===== src/hdl/query_token_normalize_stem_unit_macros.svh =====
// Assertion macros shared by the query token normalizer RTL.
// Each macro takes a label, a clock, a reset, a condition and a consequence.
`ifndef QUERY_TOKEN_NORMALIZE_STEM_UNIT_MACROS_SVH
`define QUERY_TOKEN_NORMALIZE_STEM_UNIT_MACROS_SVH

`ifndef SYNTH
`define QTNS_ASSERT_IMP(lbl, clk, rst, ante, cons) \
  lbl: assert property (@(posedge clk) disable iff (rst) (ante) |-> (cons)) \
    else $error("same-cycle check failed");
`define QTNS_ASSERT_NXT(lbl, clk, rst, ante, cons) \
  lbl: assert property (@(posedge clk) disable iff (rst) (ante) |=> (cons)) \
    else $error("next-cycle check failed");
`else
`define QTNS_ASSERT_IMP(lbl, clk, rst, ante, cons)
`define QTNS_ASSERT_NXT(lbl, clk, rst, ante, cons)
`endif

`endif


===== src/hdl/qtns_pkg.sv =====
// ----------------------------------------------------------------------------
// qtns_pkg
// Byte classes, character constants and the stopword table of the query
// token normalizer.
// ----------------------------------------------------------------------------
package qtns_pkg;

  typedef logic [1:0]  byte_cls_t;
  typedef logic [39:0] stop_key_t;

  localparam byte_cls_t CLS_APPEND = 2'd0;
  localparam byte_cls_t CLS_DELIM  = 2'd1;
  localparam byte_cls_t CLS_DROP   = 2'd2;

  localparam logic [7:0] CHAR_Y = 8'h79;
  localparam logic [7:0] CHAR_S = 8'h73;

  localparam logic [23:0] SFX_ING = 24'h696E67;
  localparam logic [23:0] SFX_IES = 24'h696573;
  localparam logic [15:0] SFX_ES  = 16'h6573;

  localparam int NUM_STOP = 28;

  // Words are right-justified with the first character in the high byte.
  localparam stop_key_t STOP_TXT [NUM_STOP] = '{
    40'h61,         40'h616E,       40'h616E64,     40'h617265,
    40'h6173,       40'h6174,       40'h6265,       40'h62657374,
    40'h6279,       40'h666F72,     40'h66726F6D,   40'h686F77,
    40'h696E,       40'h6973,       40'h6974,       40'h6F66,
    40'h6F6E,       40'h6F72,       40'h74686174,   40'h746865,
    40'h74686973,   40'h746F,       40'h776173,     40'h77686174,
    40'h7768656E,   40'h7768657265, 40'h7768696368, 40'h77697468
  };

  localparam logic [2:0] STOP_LEN [NUM_STOP] = '{
    3'd1, 3'd2, 3'd3, 3'd3, 3'd2, 3'd2, 3'd2, 3'd4, 3'd2, 3'd3,
    3'd4, 3'd3, 3'd2, 3'd2, 3'd2, 3'd2, 3'd2, 3'd2, 3'd4, 3'd3,
    3'd4, 3'd2, 3'd3, 3'd4, 3'd4, 3'd5, 3'd5, 3'd4
  };

  function automatic byte_cls_t byte_class(input logic [7:0] b);
    byte_cls_t c;
    if (b[7]) begin
      c = CLS_APPEND;
    end else if ((b >= 8'h30 && b <= 8'h39) || (b >= 8'h61 && b <= 8'h7A) ||
                 (b >= 8'h41 && b <= 8'h5A) || b == 8'h2B || b == 8'h23) begin
      c = CLS_APPEND;
    end else if (b == 8'h20 || (b >= 8'h09 && b <= 8'h0D)) begin
      c = CLS_DELIM;
    end else if (b >= 8'h21 && b <= 8'h7E) begin
      c = CLS_DELIM;
    end else begin
      c = CLS_DROP;
    end
    return c;
  endfunction

  function automatic logic [7:0] to_lower(input logic [7:0] b);
    logic [7:0] r;
    r = b;
    if (b >= 8'h41 && b <= 8'h5A) begin
      r = b + 8'd32;
    end
    return r;
  endfunction

  function automatic logic is_stop(input logic [2:0] n, input stop_key_t k);
    logic hit;
    hit = 1'b0;
    for (int i = 0; i < NUM_STOP; i++) begin
      if (STOP_LEN[i] == n && STOP_TXT[i] == k) begin
        hit = 1'b1;
      end
    end
    return hit;
  endfunction

endpackage


===== src/hdl/qtns_ram.sv =====
// ----------------------------------------------------------------------------
// qtns_ram
// Generic single-write, single-read RAM with a registered read port.
// ----------------------------------------------------------------------------
module qtns_ram #(
  parameter int WIDTH = 8,
  parameter int DEPTH = 32
) (
  input  logic                     clk,
  input  logic                     we,
  input  logic [$clog2(DEPTH)-1:0] waddr,
  input  logic [WIDTH-1:0]         wdata,
  input  logic                     re,
  input  logic [$clog2(DEPTH)-1:0] raddr,
  output logic [WIDTH-1:0]         rdata
);

  logic [WIDTH-1:0] mem [DEPTH];

  always_ff @(posedge clk) begin
    if (we) begin
      mem[waddr] <= wdata;
    end
    if (re) begin
      rdata <= mem[raddr];
    end
  end

endmodule


===== src/hdl/query_token_normalize_stem_unit.sv =====
// ----------------------------------------------------------------------------
// query_token_normalize_stem_unit
// Query tokenizer with lower-casing, stopword removal and suffix stemming.
// ----------------------------------------------------------------------------
// Query bytes enter on the in_* channel, one request per byte, with
// query_last on the final byte of a query. Stemmed token bytes leave on the
// out_* channel, one request per byte; token_end marks the last byte of a
// token and query_end the last result of a query. A query that ends without
// a token byte yields a single request with no_byte set.
// A byte that does not close a token leaves the block idle, and it is ready
// again in the next cycle. A byte that closes a token goes to a stopword and
// suffix check, then through a token RAM read and an output register load for
// each emitted byte; input is held off until the token has been sent, one
// byte per read of the single RAM read port. A stopword passes through the
// check only, and a query end with no token byte, or one ending on a
// stopword, loads its request in an end state.
// The output register lets the next byte be taken while a result waits.
// When the receiver stalls, the block waits with the next byte read and
// accepts no input until the token has been sent.
// Reset empties the current token and the output register; the token RAM
// holds no reset value and needs no clearing pass.
// ----------------------------------------------------------------------------
module query_token_normalize_stem_unit #(
  parameter int MAX_TOKEN = 32
) (
  input  logic       clk,
  input  logic       rst,
  input  logic       in_valid,
  output logic       in_ready,
  input  logic [7:0] in_byte,
  input  logic       query_last,
  output logic       out_valid,
  input  logic       out_ready,
  output logic [7:0] out_byte,
  output logic       no_byte,
  output logic       token_end,
  output logic       query_end,
  output logic       truncated
);

  import qtns_pkg::*;

  `include "query_token_normalize_stem_unit_macros.svh"

  localparam int LEN_W = $clog2(MAX_TOKEN + 1);
  localparam int AW    = $clog2(MAX_TOKEN);

  localparam logic [2:0] S_IDLE  = 3'd0;
  localparam logic [2:0] S_CHECK = 3'd1;
  localparam logic [2:0] S_READ  = 3'd2;
  localparam logic [2:0] S_EMIT  = 3'd3;
  localparam logic [2:0] S_END   = 3'd4;

  logic [2:0]       state;
  logic [LEN_W-1:0] len;
  logic             overflow;
  logic             last_seen;
  stop_key_t        key;
  logic [23:0]      tail;
  logic [LEN_W-1:0] emit_len;
  logic [LEN_W-1:0] cnt;
  logic             ylast;

  logic             accept;
  byte_cls_t        cls;
  logic [7:0]       low_byte;
  logic             store;
  logic             closes;
  logic [LEN_W-1:0] len_after;
  logic             out_free;
  logic             out_load;
  logic             stop_hit;
  logic [LEN_W-1:0] stem_len;
  logic             stem_y;
  logic             last_byte;
  logic             ram_re;
  logic [7:0]       ram_rdata;

  assign in_ready  = (state == S_IDLE);
  assign accept    = in_valid && in_ready;
  assign cls       = byte_class(in_byte);
  assign low_byte  = to_lower(in_byte);
  assign store     = (cls == CLS_APPEND) && (len < LEN_W'(MAX_TOKEN));
  assign closes    = (cls == CLS_DELIM) || query_last;
  assign len_after = len + LEN_W'(store);
  assign out_free  = !out_valid || out_ready;
  assign out_load  = ((state == S_EMIT) || (state == S_END)) && out_free;
  assign stop_hit  = (len < LEN_W'(6)) && is_stop(len[2:0], key);
  assign last_byte = (cnt == emit_len - LEN_W'(1));
  assign ram_re    = (state == S_READ);

  // Suffix rules, checked in priority order on the last three stored bytes.
  always_comb begin
    stem_len = len;
    stem_y   = 1'b0;
    if (len > LEN_W'(5) && tail == SFX_ING) begin
      stem_len = len - LEN_W'(3);
    end else if (len > LEN_W'(4) && tail == SFX_IES) begin
      stem_len = len - LEN_W'(2);
      stem_y   = 1'b1;
    end else if (len > LEN_W'(3) && tail[15:0] == SFX_ES) begin
      stem_len = len - LEN_W'(2);
    end else if (len > LEN_W'(3) && tail[7:0] == CHAR_S) begin
      stem_len = len - LEN_W'(1);
    end
  end

  qtns_ram #(
    .WIDTH(8),
    .DEPTH(MAX_TOKEN)
  ) u_token_ram (
    .clk  (clk),
    .we   (accept && store),
    .waddr(len[AW-1:0]),
    .wdata(low_byte),
    .re   (ram_re),
    .raddr(cnt[AW-1:0]),
    .rdata(ram_rdata)
  );

  // Control state.
  always_ff @(posedge clk) begin
    if (rst) begin
      state     <= S_IDLE;
      len       <= '0;
      overflow  <= 1'b0;
      out_valid <= 1'b0;
    end else begin
      if (out_load) begin
        out_valid <= 1'b1;
      end else if (out_ready) begin
        out_valid <= 1'b0;
      end
      unique case (state)
        S_IDLE: begin
          if (accept) begin
            len <= len_after;
            if (cls == CLS_APPEND && !store) begin
              overflow <= 1'b1;
            end
            if (closes && len_after != '0) begin
              state <= S_CHECK;
            end else if (query_last) begin
              state <= S_END;
            end
          end
        end
        S_CHECK: begin
          if (stop_hit) begin
            len      <= '0;
            overflow <= 1'b0;
            state    <= last_seen ? S_END : S_IDLE;
          end else begin
            state <= S_READ;
          end
        end
        S_READ: begin
          state <= S_EMIT;
        end
        S_EMIT: begin
          if (out_free) begin
            if (last_byte) begin
              len      <= '0;
              overflow <= 1'b0;
              state    <= S_IDLE;
            end else begin
              state <= S_READ;
            end
          end
        end
        S_END: begin
          if (out_free) begin
            state <= S_IDLE;
          end
        end
        default: begin
          state <= S_IDLE;
        end
      endcase
    end
  end

  // Datapath registers. The key must start from zero for every token, so it
  // is cleared on a stopword hit or a token's last byte; reset clears it too.
  always_ff @(posedge clk) begin
    if (rst) begin
      key <= '0;
    end else if (state == S_IDLE && accept && store && len < LEN_W'(5)) begin
      key <= {key[31:0], low_byte};
    end else if ((state == S_CHECK && stop_hit) ||
                 (state == S_EMIT && out_free && last_byte)) begin
      key <= '0;
    end
  end

  always_ff @(posedge clk) begin
    if (state == S_IDLE && accept) begin
      last_seen <= query_last;
      if (store) begin
        tail <= {tail[15:0], low_byte};
      end
    end
    if (state == S_CHECK) begin
      emit_len <= stem_len;
      ylast    <= stem_y;
      cnt      <= '0;
    end
    if (state == S_EMIT && out_free) begin
      cnt       <= cnt + LEN_W'(1);
      out_byte  <= (ylast && last_byte) ? CHAR_Y : ram_rdata;
      no_byte   <= 1'b0;
      token_end <= last_byte;
      query_end <= last_byte && last_seen;
      truncated <= overflow;
    end
    if (state == S_END && out_free) begin
      out_byte  <= '0;
      no_byte   <= 1'b1;
      token_end <= 1'b0;
      query_end <= 1'b1;
      truncated <= 1'b0;
    end
  end

  `QTNS_ASSERT_IMP(a_overflow_full, clk, rst, overflow, len == LEN_W'(MAX_TOKEN))
  `QTNS_ASSERT_IMP(a_cnt_in_range, clk, rst, (state == S_READ || state == S_EMIT),
                   (cnt < emit_len) && (emit_len <= len))
  `QTNS_ASSERT_NXT(a_close_checks, clk, rst,
                   (accept && closes && len_after != '0), state == S_CHECK)
  `QTNS_ASSERT_NXT(a_emit_loads, clk, rst,
                   (state == S_EMIT && out_free), out_valid && !no_byte)

endmodule

===== config.mk =====
export PLATFORM = sky130hd
export DESIGN_NAME = query_token_normalize_stem_unit
export DESIGN_NICKNAME = d
export VERILOG_FILES = /design/src/hdl/qtns_pkg.sv /design/src/hdl/qtns_ram.sv /design/src/hdl/query_token_normalize_stem_unit.sv
export VERILOG_INCLUDE_DIRS = /design/src /design/src/hdl
export SDC_FILE = /design/constraint.sdc
export NUM_CORES = 1
export LEC_CHECK = 0
export ABC_AREA = 1
export BUFFER_PORTS_ARGS = -buffer_cell sky130_fd_sc_hd__buf_2
export CAP_MARGIN = 20
export CORE_MARGIN = 3
export CORE_UTILIZATION = 63
export DETAILED_ROUTE_END_ITERATION = 8
export GPL_TIMING_DRIVEN = 0
export PLACE_DENSITY_LB_ADDON = 0.12
export SLEW_MARGIN = 20
export SYNTH_ARGS = -nofsm -noshare
export SYNTH_HDL_FRONTEND = slang
export SYNTH_SLANG_ARGS = --single-unit

===== constraint.sdc =====
create_clock -name clk -period 3.2 [get_ports clk]
set_input_delay 0 -clock clk [delete_from_list [all_inputs] [get_ports clk]]
set_output_delay 0 -clock clk [all_outputs]
set_load 0.1 [all_outputs]

==> summary.md <==
| Metric | Value |
|---|---|
| Status | `finished clean` |
| I/O Pins | `27` |
| GRT Total Usage | `32.3%` |
| Max Cap Violations | `0` |
| DR DRC count | `0` |
| # rows | `58` |
| Layout cell share with drive strength beyond 1 | `12.2%` |
| Total wire length | `46300 um` |
| Number of inserted diodes | `0` |
| Mapped Nets | `1677` |
| Initial antenna violation count | `0` |
| Root Buffer | `clkbuf_16` |
| Number of different library cells in the post-synthesis netlist | `46` |
| Largest net degree at the start of global routing | `40` |
| Global route overflow | `0` |
| Worst EP required | `3.60 ns` |
| Crit path cell chain | `clkbuf_2 -> inv_1 -> clkbuf_1 -> clkbuf_1 -> nor2_1 -> o22ai_1 -> nand2_1 -> nand4_1 -> o21ai_0 -> inv_1` |
| DRT Pass-1 Iters | `6` |
| Multi-input logic area | `5640 um2` |
| Core Util, Final | `73.8%` |
| Cell area after layout | `18900 um2` |
| Yosys top cell by area | `edfxtp_1` |
| Worst vdd ir | `0.980 mV` |
| Antenna violation net count after detailed routing | `0` |
| Num CTS Buffers | `38` |
| Main flop type after synthesis | `edfxtp_1` |
| Placed Area | `17300 um2` |
| Critical Path AT | `3.42 ns` |
| PortBufs | `25` |
| Most area-consuming cells after synthesis | `edfxtp_1 55%, dfxtp_1 7.6%, nor2_1 6.3%` |
| First-pass GRT wire length | `70500 um` |
| Post-synth EDFFs | `302` |
| Worst Skew | `0.0354 ns` |
| Worst-path clk slew | `0.06 ns` |
| Hold crit path type | `input pin to flop` |
| TritonCTS clock tree | `built` |
| Die Y | `169 um` |
| GP Congestion | `1.01` |
| Register area | `10300 um2` |
| Critical Path Start Type | `flop` |
| Fill count | `1808` |
| Slew Limit Fails | `0` |
| Initial core utilization | `65.1%` |
| Yosys warnings | `0` |
| Fmax | `331 MHz` |
| Layout Area Growth over Synthesis | `13.3%` |
| Slew @ Worst Pin | `0.901 ns` |
| Vias | `13001` |
| Hold Vio Cnt, Final | `0` |
| Fin cells | `2087` |
| Mean Syn Cell Area | `10.1 um2` |
| Vias in the first global route | `12508` |
| Lkg Pwr | `6.49 nW` |
| Max transition margin | `39.6%` |
| Post-synthesis cell area | `16600 um2` |
| Die Footprint | `28400 um2` |
| Setup CP Type | `flop to flop` |
| RSZ-0062 raised after global routing | `false` |
| Commonest cells after routing, fill and taps aside | `302 x edfxtp_1, 251 x nor2_1, 228 x nand2_1, 173 x o21ai_0, 116 x inv_1` |
| Synth async-reset ratio | `0%` |
| Iter 0 DRT Violations | `1538` |
| Routed len/inst | `22.2 um` |
| Max FO, Critical Path | `10` |
| Commonest non-fill, non-tap cell in the layout | `edfxtp_1` |
| Core Area | `25500 um2` |
| Seq cells post-synth | `365` |
| Die Width | `169 um` |
| Final nets | `1758` |
| Final Cycle Share | `94.4%` |
| Cell Pwr Density | `749 nW/um2` |
| Slowest Stage Delay on Critical Path | `0.59 ns` |
| Slowest library cell on the worst path | `edfxtp_1` |
| Setup violators final | `0` |
| Worst setup EP type | `flop` |
| Sequential-to-total area share from yosys stat | `62.1%` |
| Via-to-Cell Ratio | `6.23` |
| Dpl cells | `2006` |
| DPL Wire Length | `31300 um` |
| Post-synth top area share | `54.5%` |
| Longest Clk Path Bufs | `3` |
| Clock sinks | `365` |
| H-tree depth | `2` |
| Post-Synthesis Cells | `1648` |
| Shortest period the worst path allows | `3.02 ns` |
| Clk_lat worst skew | `0.56 ns` |
==> cell usage after synthesis, drive strengths merged, types with 4 or more instances <==
library cell,n
edfxtp,302
nor2,294
nand2,237
o21ai,177
inv,124
nand3,105
a21oi,71
dfxtp,63
clkbuf,54
o22ai,42
nand4,31
nor3,28
o221ai,25
buf,19
ha,16
xor2,16
o211ai,11
nor4,10
xnor2,6
clkinv,4
==> cell type report <==
type                            instances  share of cell area (%)
Buffer                                 73                    1.89
Sequential cell                       365                    54.8
Clock inverter                         22                    1.29
Clock buffer                           46                    5.31
Tap cell                              330                    2.19
Multi-Input combinational cell       1082                    29.9
Timing Repair Buffer                   41                    2.00
Inverter                              128                    2.59
==> final timing paths <==
kind                         from                              end  cells after the start  slack (ns)
max          cnt[0]$_SDFFCE_PN0P_   u_token_ram.rdata[2]$_DFFE_PN_                     10        0.18
min                    in_byte[4]  u_token_ram.mem[5][4]$_DFFE_PP_                      3        0.06
max reg2reg  cnt[0]$_SDFFCE_PN0P_   u_token_ram.rdata[2]$_DFFE_PN_                     10        0.18
min reg2reg    tail[14]$_DFFE_PP_               tail[22]$_DFFE_PP_                      0        0.45
==> power by group <==
group          switching, mW  internal (mW)  total [mW]
clock network           1.88           2.51        4.39
logic                   2.96          0.959        3.92
registers              0.248           5.58        5.82
==> metrics by stage <==
stage / TNS [ns] / setup slack, ns / hold WS, ns / total power [mW]
floorplan: 0 / 0.843 / 0.0989 / 8.50
global placement: -329.34 / -2.49 / 0.194 / 9.54
detailed placement: -199.08 / -0.973 / 0.193 / 9.65
CTS: -0.176 / -0.0160 / 0.0329 / 14.0
global route: 0 / 0.0375 / 0.0555 / 14.6
finish: 0 / 0.181 / 0.0562 / 14.1
==> per-layer routing <==
metal	up-vias	share of wire [%]	track usage (%)	wire [um]
met2	771	47	51.5	21900
met4	0	3.9	12.8	1820
li1	5958	-	-	-
met5	-	0	0	0
met1	6151	39	45.2	18100
met3	121	9.9	5.23	4600
==> what timing repair did <==
item | 4_1_cts | 5_1_grt
hold endpoints to repair | 111 | 0
setup endpoints to repair | 240 | 234
hold buffers | 13 | 0
gates resized for setup | 29 | 21
setup buffers | 0 | 0
==> registers in the layout, summed over array words and instances, names as in the netlist, 3 cells and up <==
name,cells
emit_len,6
cnt,6
u_token_ram.rdata,8
out_byte,8
u_token_ram.mem,256
state,3
key,40
tail,24
len,6
==> worst max-delay path: cells and delay by family (launching register included) <==
| family | cells | cell delay, ns |
|---|---|---|
| AO/OA/AOI/OAI | 2 | 0.51 |
| flip-flops | 1 | 0.59 |
| AND/OR/NAND/NOR | 3 | 0.33 |
| buffers and inverters | 5 | 1.45 |
==> cell families (layout without fill, tap and decap cells) <==
group                    after synthesis  count (layout)  share of synthesized area (%)
flip-flops                           365             365                           62.1
multiplexers                           2               2                          0.135
AND/OR/NAND/NOR                      710             710                           18.8
buffers and inverters                201             310                           5.07
XOR/XNOR                              22              22                           1.16
adder cells (fa/ha/maj)               16              16                           1.20
AO/OA/AOI/OAI                        332             332                           11.5
Note: power is estimated with default switching activity, not from simulation.
